### config.mk
export PLATFORM = sky130hd
export DESIGN_NAME = lru_key_value_cache
export DESIGN_NICKNAME = d
export VERILOG_FILES = /design/src/rtl/core/lkvc_pkg.sv /design/src/rtl/core/lkvc_ram.sv /design/src/rtl/core/lkvc_ctrl.sv /design/src/rtl/core/lkvc_dp.sv /design/src/rtl/core/lru_key_value_cache.sv
export SDC_FILE = /design/constraint.sdc
export NUM_CORES = 1
export LEC_CHECK = 0
export BUFFER_PORTS_ARGS = -buffer_cell sky130_fd_sc_hd__buf_2
export CAP_MARGIN = 25
export CORE_AREA = 3 3 265 371
export CTS_CLUSTER_SIZE = 28
export DETAILED_ROUTE_END_ITERATION = 8
export DIE_AREA = 0 0 268 374
export GPL_ROUTABILITY_DRIVEN = 0
export GPL_TIMING_DRIVEN = 0
export PLACE_DENSITY = 0.71
export SYNTH_ARGS = -nofsm -noshare
export SYNTH_HDL_FRONTEND = slang
export SYNTH_SLANG_ARGS = --single-unit
### constraint.sdc
create_clock -name clk -period 14.55 [get_ports clk]
set_input_delay 0 -clock clk [delete_from_list [all_inputs] [get_ports clk]]
set_output_delay 0 -clock clk [all_outputs]
set_load 0.005 [all_outputs]
### src/rtl/core/lkvc_pkg.sv
// ----------------------------------------------------------------------------
// lkvc_pkg
// Shared types and constants for the LRU key/value cache: payload structs,
// entry count, index widths and the controller/datapath interface.
// ----------------------------------------------------------------------------
package lkvc_pkg;

  // Number of entry slots
  localparam int ENTRIES = 16;
  // Slot index width
  localparam int IDX_W   = (ENTRIES > 1) ? $clog2(ENTRIES) : 1;
  // Counter width able to hold ENTRIES itself
  localparam int CNT_W   = $clog2(ENTRIES + 1);
  // Capacity register width
  localparam int CAP_W   = 5;
  // Common width for capacity/count compares
  localparam int CMP_W   = (CNT_W > CAP_W) ? CNT_W : CAP_W;
  localparam int DATA_W  = 32;

  // Capacity after reset
  localparam logic [CAP_W-1:0] CAP_RESET = CAP_W'(16);

  // Operation codes
  localparam logic OP_GET = 1'b0;
  localparam logic OP_PUT = 1'b1;

  // Result of a get that misses
  localparam logic signed [DATA_W-1:0] MISS_VALUE = '1;

  typedef struct packed {
    logic                     op;
    logic signed [DATA_W-1:0] key;
    logic signed [DATA_W-1:0] value;
  } in_t;

  typedef struct packed {
    logic                     hit;
    logic signed [DATA_W-1:0] read_value;
  } out_t;

  // Controller to datapath commands
  typedef struct packed {
    logic load;     // capture a new item, restart search
    logic srch;     // step the key search one entry
    logic decide;   // update ranks, write stores, set result
    logic capture;  // take the value read on a get hit
  } ctrl_cmd_t;

  // Datapath to controller status
  typedef struct packed {
    logic srch_last;  // last entry compared this cycle
    logic get_hit;    // current item is a get that found its key
  } dp_stat_t;

endpackage

### src/rtl/core/lkvc_ram.sv
// ----------------------------------------------------------------------------
// lkvc_ram
// Generic single-write, single-read RAM with registered read data.
// ----------------------------------------------------------------------------
module lkvc_ram #(
  parameter int WIDTH = 32,
  parameter int DEPTH = 16
) (
  input  logic                                         clk,
  input  logic                                         we,
  input  logic [((DEPTH > 1) ? $clog2(DEPTH) : 1)-1:0] waddr,
  input  logic [WIDTH-1:0]                             wdata,
  input  logic [((DEPTH > 1) ? $clog2(DEPTH) : 1)-1:0] raddr,
  output logic [WIDTH-1:0]                             rdata
);

  logic [WIDTH-1:0] mem_r [DEPTH];
  logic [WIDTH-1:0] rdata_r;

  // Write port
  always_ff @(posedge clk) begin
    if (we) begin
      mem_r[waddr] <= wdata;
    end
  end

  // Registered read port
  always_ff @(posedge clk) begin
    rdata_r <= mem_r[raddr];
  end

  assign rdata = rdata_r;

endmodule

### src/rtl/core/lkvc_ctrl.sv
// ----------------------------------------------------------------------------
// lkvc_ctrl
// Sequencer for one operation: accept, key search, decide, optional value
// read, then hold the result until it is taken.
// ----------------------------------------------------------------------------
module lkvc_ctrl (
  input  logic                  clk,
  input  logic                  rst_n,
  input  logic                  in_valid,
  output logic                  in_ready,
  output logic                  out_valid,
  input  logic                  out_ready,
  input  lkvc_pkg::dp_stat_t    stat,
  output lkvc_pkg::ctrl_cmd_t   cmd
);

  typedef enum logic [4:0] {
    ST_IDLE   = 5'b00001,
    ST_SRCH   = 5'b00010,
    ST_DECIDE = 5'b00100,
    ST_READ   = 5'b01000,
    ST_OUT    = 5'b10000
  } state_t;

  state_t state_r, state_nxt;

  // Next state
  always_comb begin
    state_nxt = state_r;
    case (state_r)
      ST_IDLE: begin
        if (in_valid) begin
          state_nxt = ST_SRCH;
        end
      end
      ST_SRCH: begin
        if (stat.srch_last) begin
          state_nxt = ST_DECIDE;
        end
      end
      ST_DECIDE: begin
        state_nxt = stat.get_hit ? ST_READ : ST_OUT;
      end
      ST_READ: begin
        state_nxt = ST_OUT;
      end
      ST_OUT: begin
        if (out_ready) begin
          state_nxt = ST_IDLE;
        end
      end
      default: begin
        state_nxt = ST_IDLE;
      end
    endcase
  end

  // State register
  always_ff @(posedge clk) begin
    if (!rst_n) begin
      state_r <= ST_IDLE;
    end else begin
      state_r <= state_nxt;
    end
  end

  // Drive handshakes and datapath commands
  assign in_ready    = (state_r == ST_IDLE);
  assign out_valid   = (state_r == ST_OUT);
  assign cmd.load    = (state_r == ST_IDLE) && in_valid;
  assign cmd.srch    = (state_r == ST_SRCH);
  assign cmd.decide  = (state_r == ST_DECIDE);
  assign cmd.capture = (state_r == ST_READ);

endmodule

### src/rtl/core/lkvc_dp.sv
// ----------------------------------------------------------------------------
// lkvc_dp
// Datapath: key and value RAMs, per-entry valid bits and recency ranks,
// entry count, capacity register, search counter and result register.
// ----------------------------------------------------------------------------
module lkvc_dp (
  input  logic                            clk,
  input  logic                            rst_n,
  input  lkvc_pkg::in_t                   in_data,
  input  logic                            cfg_we,
  input  logic [lkvc_pkg::CAP_W-1:0]      cfg_wdata,
  input  lkvc_pkg::ctrl_cmd_t             cmd,
  output lkvc_pkg::dp_stat_t              stat,
  output lkvc_pkg::out_t                  out_data
);

  localparam int IDX_W = lkvc_pkg::IDX_W;
  localparam int CNT_W = lkvc_pkg::CNT_W;
  localparam int CMP_W = lkvc_pkg::CMP_W;
  localparam int N     = lkvc_pkg::ENTRIES;

  // Item and search state
  lkvc_pkg::in_t             item_r;
  logic [CNT_W-1:0]          cnt_r;
  logic                      found_r;
  logic [IDX_W-1:0]          found_idx_r;

  // Entry bookkeeping
  logic [N-1:0]              valid_r;
  logic [IDX_W-1:0]          rank_r [N];
  logic [CNT_W-1:0]          count_r;
  logic [lkvc_pkg::CAP_W-1:0] cap_r;
  lkvc_pkg::out_t            out_r;

  // RAM ports
  logic                      ram_we;
  logic [IDX_W-1:0]          ram_waddr;
  logic [lkvc_pkg::DATA_W-1:0] key_rd;
  logic [lkvc_pkg::DATA_W-1:0] val_rd;

  // Search compare
  logic [IDX_W-1:0]          cmp_idx;
  logic                      cmp_hit;

  // Decide terms
  logic [CMP_W-1:0]          cap_ext;
  logic [CMP_W-1:0]          eff_cap;
  logic                      have_free;
  logic [IDX_W-1:0]          free_idx;
  logic [IDX_W-1:0]          worst_idx;
  logic [IDX_W-1:0]          last_rank;
  logic [IDX_W-1:0]          tgt;
  logic [IDX_W-1:0]          tgt_rank;
  logic                      is_put;
  logic                      do_touch;
  logic                      do_insert;

  lkvc_ram #(.WIDTH(lkvc_pkg::DATA_W), .DEPTH(N)) u_key_ram (
    .clk   (clk),
    .we    (ram_we && !found_r),
    .waddr (ram_waddr),
    .wdata (item_r.key),
    .raddr (cnt_r[IDX_W-1:0]),
    .rdata (key_rd)
  );

  lkvc_ram #(.WIDTH(lkvc_pkg::DATA_W), .DEPTH(N)) u_val_ram (
    .clk   (clk),
    .we    (ram_we),
    .waddr (ram_waddr),
    .wdata (item_r.value),
    .raddr (found_idx_r),
    .rdata (val_rd)
  );

  // Compare the entry whose key arrives this cycle
  assign cmp_idx = IDX_W'(cnt_r - CNT_W'(1));
  assign cmp_hit = cmd.srch && (cnt_r != '0) && valid_r[cmp_idx] &&
                   (key_rd == item_r.key) && !found_r;

  // Clamp capacity to 1 .. ENTRIES
  always_comb begin
    cap_ext = CMP_W'(cap_r);
    if (cap_ext == '0) begin
      eff_cap = CMP_W'(1);
    end else if (cap_ext > CMP_W'(N)) begin
      eff_cap = CMP_W'(N);
    end else begin
      eff_cap = cap_ext;
    end
  end

  // Lowest free slot and least recent valid slot
  assign last_rank = IDX_W'(count_r - CNT_W'(1));
  always_comb begin
    free_idx  = '0;
    worst_idx = '0;
    for (int i = N - 1; i >= 0; i--) begin
      if (!valid_r[i]) begin
        free_idx = IDX_W'(i);
      end
      if (valid_r[i] && (rank_r[i] == last_rank)) begin
        worst_idx = IDX_W'(i);
      end
    end
  end

  // Pick target slot and update kind
  assign is_put    = (item_r.op == lkvc_pkg::OP_PUT);
  assign have_free = (CMP_W'(count_r) < eff_cap);
  assign tgt       = found_r ? found_idx_r : (have_free ? free_idx : worst_idx);
  assign tgt_rank  = rank_r[tgt];
  assign do_touch  = cmd.decide && (found_r || (is_put && !have_free));
  assign do_insert = cmd.decide && is_put && !found_r && have_free;
  assign ram_we    = cmd.decide && is_put;
  assign ram_waddr = tgt;

  // Item capture, search counter and match tracking
  always_ff @(posedge clk) begin
    if (cmd.load) begin
      item_r <= in_data;
    end
  end

  always_ff @(posedge clk) begin
    if (!rst_n) begin
      cnt_r       <= '0;
      found_r     <= 1'b0;
      found_idx_r <= '0;
    end else if (cmd.load) begin
      cnt_r       <= '0;
      found_r     <= 1'b0;
      found_idx_r <= '0;
    end else if (cmd.srch) begin
      cnt_r <= cnt_r + CNT_W'(1);
      if (cmp_hit) begin
        found_r     <= 1'b1;
        found_idx_r <= cmp_idx;
      end
    end
  end

  // Capacity register
  always_ff @(posedge clk) begin
    if (!rst_n) begin
      cap_r <= lkvc_pkg::CAP_RESET;
    end else if (cfg_we) begin
      cap_r <= cfg_wdata;
    end
  end

  // Valid bits and entry count
  always_ff @(posedge clk) begin
    if (!rst_n) begin
      valid_r <= '0;
      count_r <= '0;
    end else if (do_insert) begin
      valid_r[tgt] <= 1'b1;
      count_r      <= count_r + CNT_W'(1);
    end
  end

  // Recency ranks, one lane per entry
  always_ff @(posedge clk) begin
    if (!rst_n) begin
      for (int i = 0; i < N; i++) begin
        rank_r[i] <= '0;
      end
    end else begin
      for (int i = 0; i < N; i++) begin
        if (do_touch || do_insert) begin
          if (IDX_W'(i) == tgt) begin
            rank_r[i] <= '0;
          end else if (valid_r[i] && (do_insert || (rank_r[i] < tgt_rank))) begin
            rank_r[i] <= rank_r[i] + IDX_W'(1);
          end
        end
      end
    end
  end

  // Result register
  always_ff @(posedge clk) begin
    if (cmd.decide) begin
      out_r.hit        <= found_r;
      out_r.read_value <= is_put ? '0 : lkvc_pkg::MISS_VALUE;
    end else if (cmd.capture) begin
      out_r.read_value <= val_rd;
    end
  end

  assign stat.srch_last = cmd.srch && (cnt_r == CNT_W'(N));
  assign stat.get_hit   = !is_put && found_r;
  assign out_data       = out_r;

endmodule

### src/rtl/core/lru_key_value_cache.sv
// ----------------------------------------------------------------------------
// lru_key_value_cache
// Fully associative key/value store with least-recently-used replacement.
// Usage:
//   in_valid/in_ready carries in_data (op, key, value): get looks a key up,
//   put inserts or updates it. Each item gives one result on
//   out_valid/out_ready: hit, and read_value (stored value on a get hit,
//   all ones on a get miss, zero for a put). cfg_we writes cfg_wdata into
//   the capacity register (0 acts as 1, values above the entry count act as
//   the entry count); write only while idle.
// Timing:
//   One operation at a time: a key search at one entry per cycle, with the
//   key RAM read registered, then a decide step and, for a get hit, a value
//   read step before out_valid rises; the next item is taken the cycle after
//   the result transfer.
// Reset: rst_n clears all valid bits, ranks and the entry count and sets the
//   capacity to 16. Key and value RAMs are not cleared.
// Stall: the result is held until out_ready; no input is taken meanwhile.
// ----------------------------------------------------------------------------
module lru_key_value_cache (
  input  logic                         clk,
  input  logic                         rst_n,
  input  logic                         in_valid,
  output logic                         in_ready,
  input  lkvc_pkg::in_t                in_data,
  output logic                         out_valid,
  input  logic                         out_ready,
  output lkvc_pkg::out_t               out_data,
  input  logic                         cfg_we,
  input  logic [lkvc_pkg::CAP_W-1:0]   cfg_wdata
);

  lkvc_pkg::ctrl_cmd_t cmd;
  lkvc_pkg::dp_stat_t  stat;

  lkvc_ctrl u_ctrl (
    .clk       (clk),
    .rst_n     (rst_n),
    .in_valid  (in_valid),
    .in_ready  (in_ready),
    .out_valid (out_valid),
    .out_ready (out_ready),
    .stat      (stat),
    .cmd       (cmd)
  );

  lkvc_dp u_dp (
    .clk       (clk),
    .rst_n     (rst_n),
    .in_data   (in_data),
    .cfg_we    (cfg_we),
    .cfg_wdata (cfg_wdata),
    .cmd       (cmd),
    .stat      (stat),
    .out_data  (out_data)
  );

endmodule
[After elaboration in Yosys (flattened, before gate mapping)]
Memories as Yosys holds them, arrays and structs flattened. A register that Yosys moved wholly into a read port is not among the register bits.
Cells that the tools add are included.
Word-level totals
  register bits after elaboration: 139
  memory bits (writable): 1088
  input bits: 75
  logic and storage cells: 433
  memories kept: 3
Memories
  u_dp.u_key_ram.mem_r: words 16, width 32, rd ports 1, clocked after Yosys merged registers in 1, wr ports 1, RTL line lkvc_ram.sv:17  | logic [WIDTH-1:0] mem_r [DEPTH];
  u_dp.u_val_ram.mem_r: words 16, width 32, rd ports 1, clocked after Yosys merged registers in 1, wr ports 1, RTL line lkvc_ram.sv:17
  u_dp.rank_r: words 16, width 4, rd ports 17, clocked after Yosys merged registers in 0, wr ports 16, RTL line lkvc_dp.sv:30  | logic [IDX_W-1:0] rank_r [N];
Cells by class
  add/subtract/negate cells: 20
  magnitude comparators: 21
  eq/ne operators: 41
  mux-type cells: 229
  bitwise logic cells: 34
  reductions and logical operators: 73
Operators with widths (count)
  4-bit 2-to-1 mux: 66
  1-bit 2-to-1 mux: 151
  32-bit 2-to-1 mux: 3
  4-bit by 1-bit adder with 4-bit output (second input constant): 16
  4-bit equality test: 16
  4-bit less-than comparator: 16
  1-bit logical AND: 45
  32-bit equality test: 1
  4-bit equality test (first input constant): 8
  1-bit bitwise OR: 32
  5-bit 2-to-1 mux: 6
  5-bit one-hot mux with 5 select lines: 1
  1-bit logical OR: 18
  3-bit by 4-bit equality test with 1-bit output (first input constant): 4
  16-bit bitwise OR: 1
  5-bit by 1-bit adder with 5-bit output (second input constant): 2
  5-bit equality test (second input constant): 2
  4-bit by 5-bit less-than comparator with 1-bit output (second input constant): 2
  2-bit by 4-bit equality test with 1-bit output (first input constant): 2
  4-bit by 1-bit subtractor with 4-bit output (second input constant): 2
  5-bit by 1-bit equality test with 1-bit output (second input constant): 1
  5-bit by 2-bit equality test with 1-bit output (second input constant): 1
  5-bit by 3-bit equality test with 1-bit output (second input constant): 1
  5-bit by 4-bit equality test with 1-bit output (second input constant): 1
  17 further kinds: 20

[Logic depth before layout (Yosys ltp)]
An unclocked memory read counts as a cell.
  depth after elaboration: 31
  gate-level depth with buffers: 26

[By module]
From an unflattened synthesis, not the netlist that was laid out.
Second synthesis, totals
  cells, all modules: 2901
  area total of the unflattened synthesis: 52186.3 µm²
By module, submodules not included
  lkvc_ram at u_dp.u_val_ram: instances 1, cells an instance 838, area each 19854.0 µm², seq. area each 16015.4 µm²
  lkvc_ram at u_dp.u_key_ram: instances 1, cells an instance 838, area each 19835.3 µm², seq. area each 16015.4 µm²
  lkvc_dp: instances 1, cells an instance 1188, area each 12164.2 µm², seq. area each 5585.4 µm²
  lkvc_ctrl: instances 1, cells an instance 37, area each 332.8 µm², seq. area each 100.1 µm²

[Least setup slack after synthesis]
Ideal clock, no wire load.
  path type: reg-to-reg
  start point: register u_dp.count_r[0]
  end point: memory u_dp.rank_r[1][0] in the netlist's numbering (enable)
  arrival: 6.395 ns
  required time: 14.189 ns
  setup slack: 7.793 ns
  cell stages (with the launch flop): 22
  buffers on the path: 5
  cell sequence: dfxtp_1 buf_4 buf_4 inv_1 ha_1 buf_2 buf_2 xor2_1 and4_1 o2bb2ai_1 nor3b_1 o21ai_0 a21oi_1 clkbuf_1 mux2_2 o211ai_1 o21ai_0 o21ai_0 ha_1 a2111oi_0 a31oi_1 o21ai_0
RTL lines
  start, declared: RTL line lkvc_dp.sv:31  | logic [CNT_W-1:0] count_r;
  start signal, assigned: RTL line lkvc_dp.sv:159  | count_r <= count_r + CNT_W'(1);
  end, declared: RTL line lkvc_dp.sv:30

==> flow_summary.json <==
{
  "synth_compound_area_share_pct": 3.136,
  "hold_depth": 2,
  "fin_crit_ps": 8020,
  "num-nets-final": 3201,
  "grt-ovfl-total": 0,
  "cp_max_fo": 10,
  "ir_drop_mv": 0.1275,
  "synth-seq-area-share_pct": 72.43,
  "drive_above_1_share_pct": 24.37,
  "synth_top_area_share_pct": 68.40,
  "outcome": "finished clean",
  "clock_path_buffers": 3,
  "final_cell_mix": "edfxtp_1 (1186), mux4_2 (325), dlygate4sd3_1 (131)",
  "cts_tree": "yes",
  "cts.sinks": 1291,
  "timing.hold.ws_ps": 28.30,
  "post_synth_num_cell_types": 70,
  "ys.warnings.count": 0,
  "reg2regPathDepth": 25,
  "yosys.area_share.simple_pct": 3.885,
  "row_count": 134,
  "synth_edf_count": 1186,
  "synthFlopType": "edfxtp_1",
  "setup_viol": 0,
  "r2r_slack_ps": 6530,
  "relSlewSlack_pct": 28.84,
  "drv_cap": 0,
  "dp_hpwl_um": 82780,
  "hold_buffers": 131,
  "synth-async-reset-ratio_pct": 0,
  "drtIter0Drc": 2707,
  "viasPerCell": 6.361,
  "place.port_buffers": 108,
  "critPathLaunchType": "flip-flop",
  "mostFrequentLayoutCell": "edfxtp_1",
  "synthTopCellsByArea": "edfxtp_1 (68%), mux4_2 (14%), dfxtp_1 (4.0%)",
  "clk-insertion-delay-late_ps": 750,
  "drtAntennaViolNets": 0,
  "yosysTopAreaCell": "edfxtp_1",
  "vias": 27860,
  "postRouteWirelength_um": 130300,
  "hold_path.class": "in -> reg",
  "area_growth_pct": 17.00,
  "io_pins": 110,
  "root_buffer": "clkbuf_16",
  "dieHeight_um": 374,
  "cts_resized": 0,
  "crit_arrival_ps": 8360,
  "grt_pass1_vias": 29260,
  "setup_ws_ps": 6530,
  "tightest_slew_ps": 1058,
  "core_area_um2": 95400,
  "pre_cts_slack_ps": 6966,
  "cp.required_ps": 14890,
  "start_util_pct": 54.58,
  "syn_avg_cell_area_um2": 19.82,
  "synthMuxAreaShare_pct": 14.69,
  "grt_pass1_wl_um": 192500,
  "clk_pin_slew_ps": 60,
  "fin_tns_setup_ps": 0,
  "syn_area_um2": 52070,
  "rsz0062_at_grt": "no",
  "drtPass1Iterations": 6,
  "crit_type": "reg -> reg",
  "fin_skew_ps": 88.18,
  "cts_buffers": 115,
  "post_cts_buffers": 0,
  "maxClockFrequency_ghz": 0.1247,
  "die_w_um": 268,
  "fin_crit_sh_pct": 55.12,
  "grt_usage_pct": 26.53,
  "synth_xor_area_share_pct": 2.999,
  "avgRoutedWirePerCell_um": 29.74,
  "hold_violations": 0,
  "dieArea_um2": 100200,
  "drc": 0,
  "synth_top_family_by_area": "multiplexers",
  "antenna_found_initial": 2,
  "cellPowerDensity_nw_per_um2": 122.1,
  "syn_nets": 2775,
  "synth_seq_cells": 1291,
  "htreeDepth": 3,
  "synthAdderAreaFrac_pct": 1.754,
  "cellLeakagePower_nw": 19.73,
  "syn-instance-count": 2627,
  "drv_slew": 0,
  "crit_path_end_kind": "flip-flop",
  "grt_max_degree": 38
}
==> metal layers <==
| metal | track usage (%) | vias to the layer above | part of all wire [%] |
|---|---|---|---|
| met1 | 33.15 | 14480 | 36 |
| met4 | 12.34 | 2 | 4.9 |
| li1 | - | 11620 | - |
| met3 | 4.118 | 356 | 7.2 |
| met5 | 0 | - | 0.010 |
| met2 | 45.67 | 1401 | 52 |
==> critical path: stages (launching register included) <==
cell	delay (ps)
dfxtp_1	400
buf_4	280
buf_4	290
inv_1	110
ha_1	210
buf_4	210
xnor2_2	610
xnor2_1	130
nor3_1	750
or4_1	300
inv_1	100
a21oi_1	520
clkbuf_1	570
mux2_2	420
o211ai_1	190
o21ai_0	140
o21ai_2	690
buf_8	250
ha_1	250
o21a_1	100
o21a_1	160
o21ai_0	290
nand2_1	90
nand2_1	90
a31oi_1	50
o21ai_0	490
==> registers in the layout, indices dropped and copies added, names as in the netlist, 5 cells and up <==
signal                cells
u_ctrl.state_r            5
u_dp.cap_ext              5
u_dp.cnt_r                5
u_dp.count_r              5
u_dp.item_r              64
u_dp.out_data            33
u_dp.rank_r              64
u_dp.u_key_ram.mem_r    512
u_dp.u_key_ram.rdata     32
u_dp.u_val_ram.mem_r    512
u_dp.u_val_ram.rdata     32
u_dp.valid_r             16
==> cells in the mapped netlist, types with 4 or more instances <==
master and instances:
a2111oi_0 7, a21o_1 34, a21oi_1 24, a21oi_2 4, a31oi_1 12, a31oi_4 6, and2_1 8, and3_1 6
buf_1 33, buf_2 5, buf_4 6, clkbuf_1 80, dfxtp_1 105, edfxtp_1 1186, ha_1 73, inv_1 17
mux2_2 14, mux2i_1 17, mux4_2 325, nand2_1 89, nand2b_1 18, nand3_1 40, nand4_1 23, nor2_1 93
nor2b_1 11, nor3_1 60, nor3b_1 17, nor4_1 14, o2111ai_1 5, o211ai_1 12, o21a_1 30, o21ai_0 45
o21ai_1 4, o221ai_1 10, o2bb2ai_1 4, or2_2 4, xnor2_1 61, xnor3_1 24, xor2_1 51
==> per-stage QoR <==
stage	power, W	std cells	instance area, um2	utilization, %
2_1_floorplan	0.004297	2627	52070	-
3_3_place_gp	0.004362	3959	54140	56.75
3_5_place_dp	0.004381	4018	55540	58.22
4_1_cts	0.007474	4368	60760	63.69
5_1_grt	0.007637	4379	60920	63.86
6_report	0.007438	4380	60920	63.86
==> path summary, 6_finish.rpt <==
path | from | to
min reg2reg | u_dp.u_val_ram.rdata[30] | u_dp.out_data[30]
max reg2reg | u_dp.count_r[0] | u_dp.rank_r[14][2]
max | u_dp.count_r[0] | u_dp.rank_r[14][2]
min | in_data[57] | u_dp.item_r[57]
==> where the power goes <==
| part | total, W | internal [W] | switching, W | leakage (nW) |
|---|---|---|---|---|
| logic | 0.000167 | 0.0000827 | 0.0000843 | 6.19 |
| registers | 0.00417 | 0.00409 | 0.0000725 | 11.6 |
| clock network | 0.00311 | 0.00173 | 0.00137 | 1.89 |
==> layout make-up <==
type / count / area [um2]
Sequential cell: 1291 / 37720
Fill cell: 6259 / 34480
Multi-Input combinational cell: 1192 / 14040
Timing Repair Buffer: 309 / 3139
Clock buffer: 146 / 3136
Tap cell: 1224 / 1531
Clock inverter: 73 / 778.2
Buffer: 125 / 505.5
Inverter: 19 / 73.82
Antenna cell: 1 / 2.502
==> kinds of logic after synthesis <==
group                    count (synthesis)
AO/OA/AOI/OAI                          222
XOR/XNOR                               138
adder cells (fa/ha/maj)                 73
buffers and inverters                  144
flip-flops                            1291
multiplexers                           356
AND/OR/NAND/NOR                        403
Note: power is estimated with default switching activity, not from simulation.
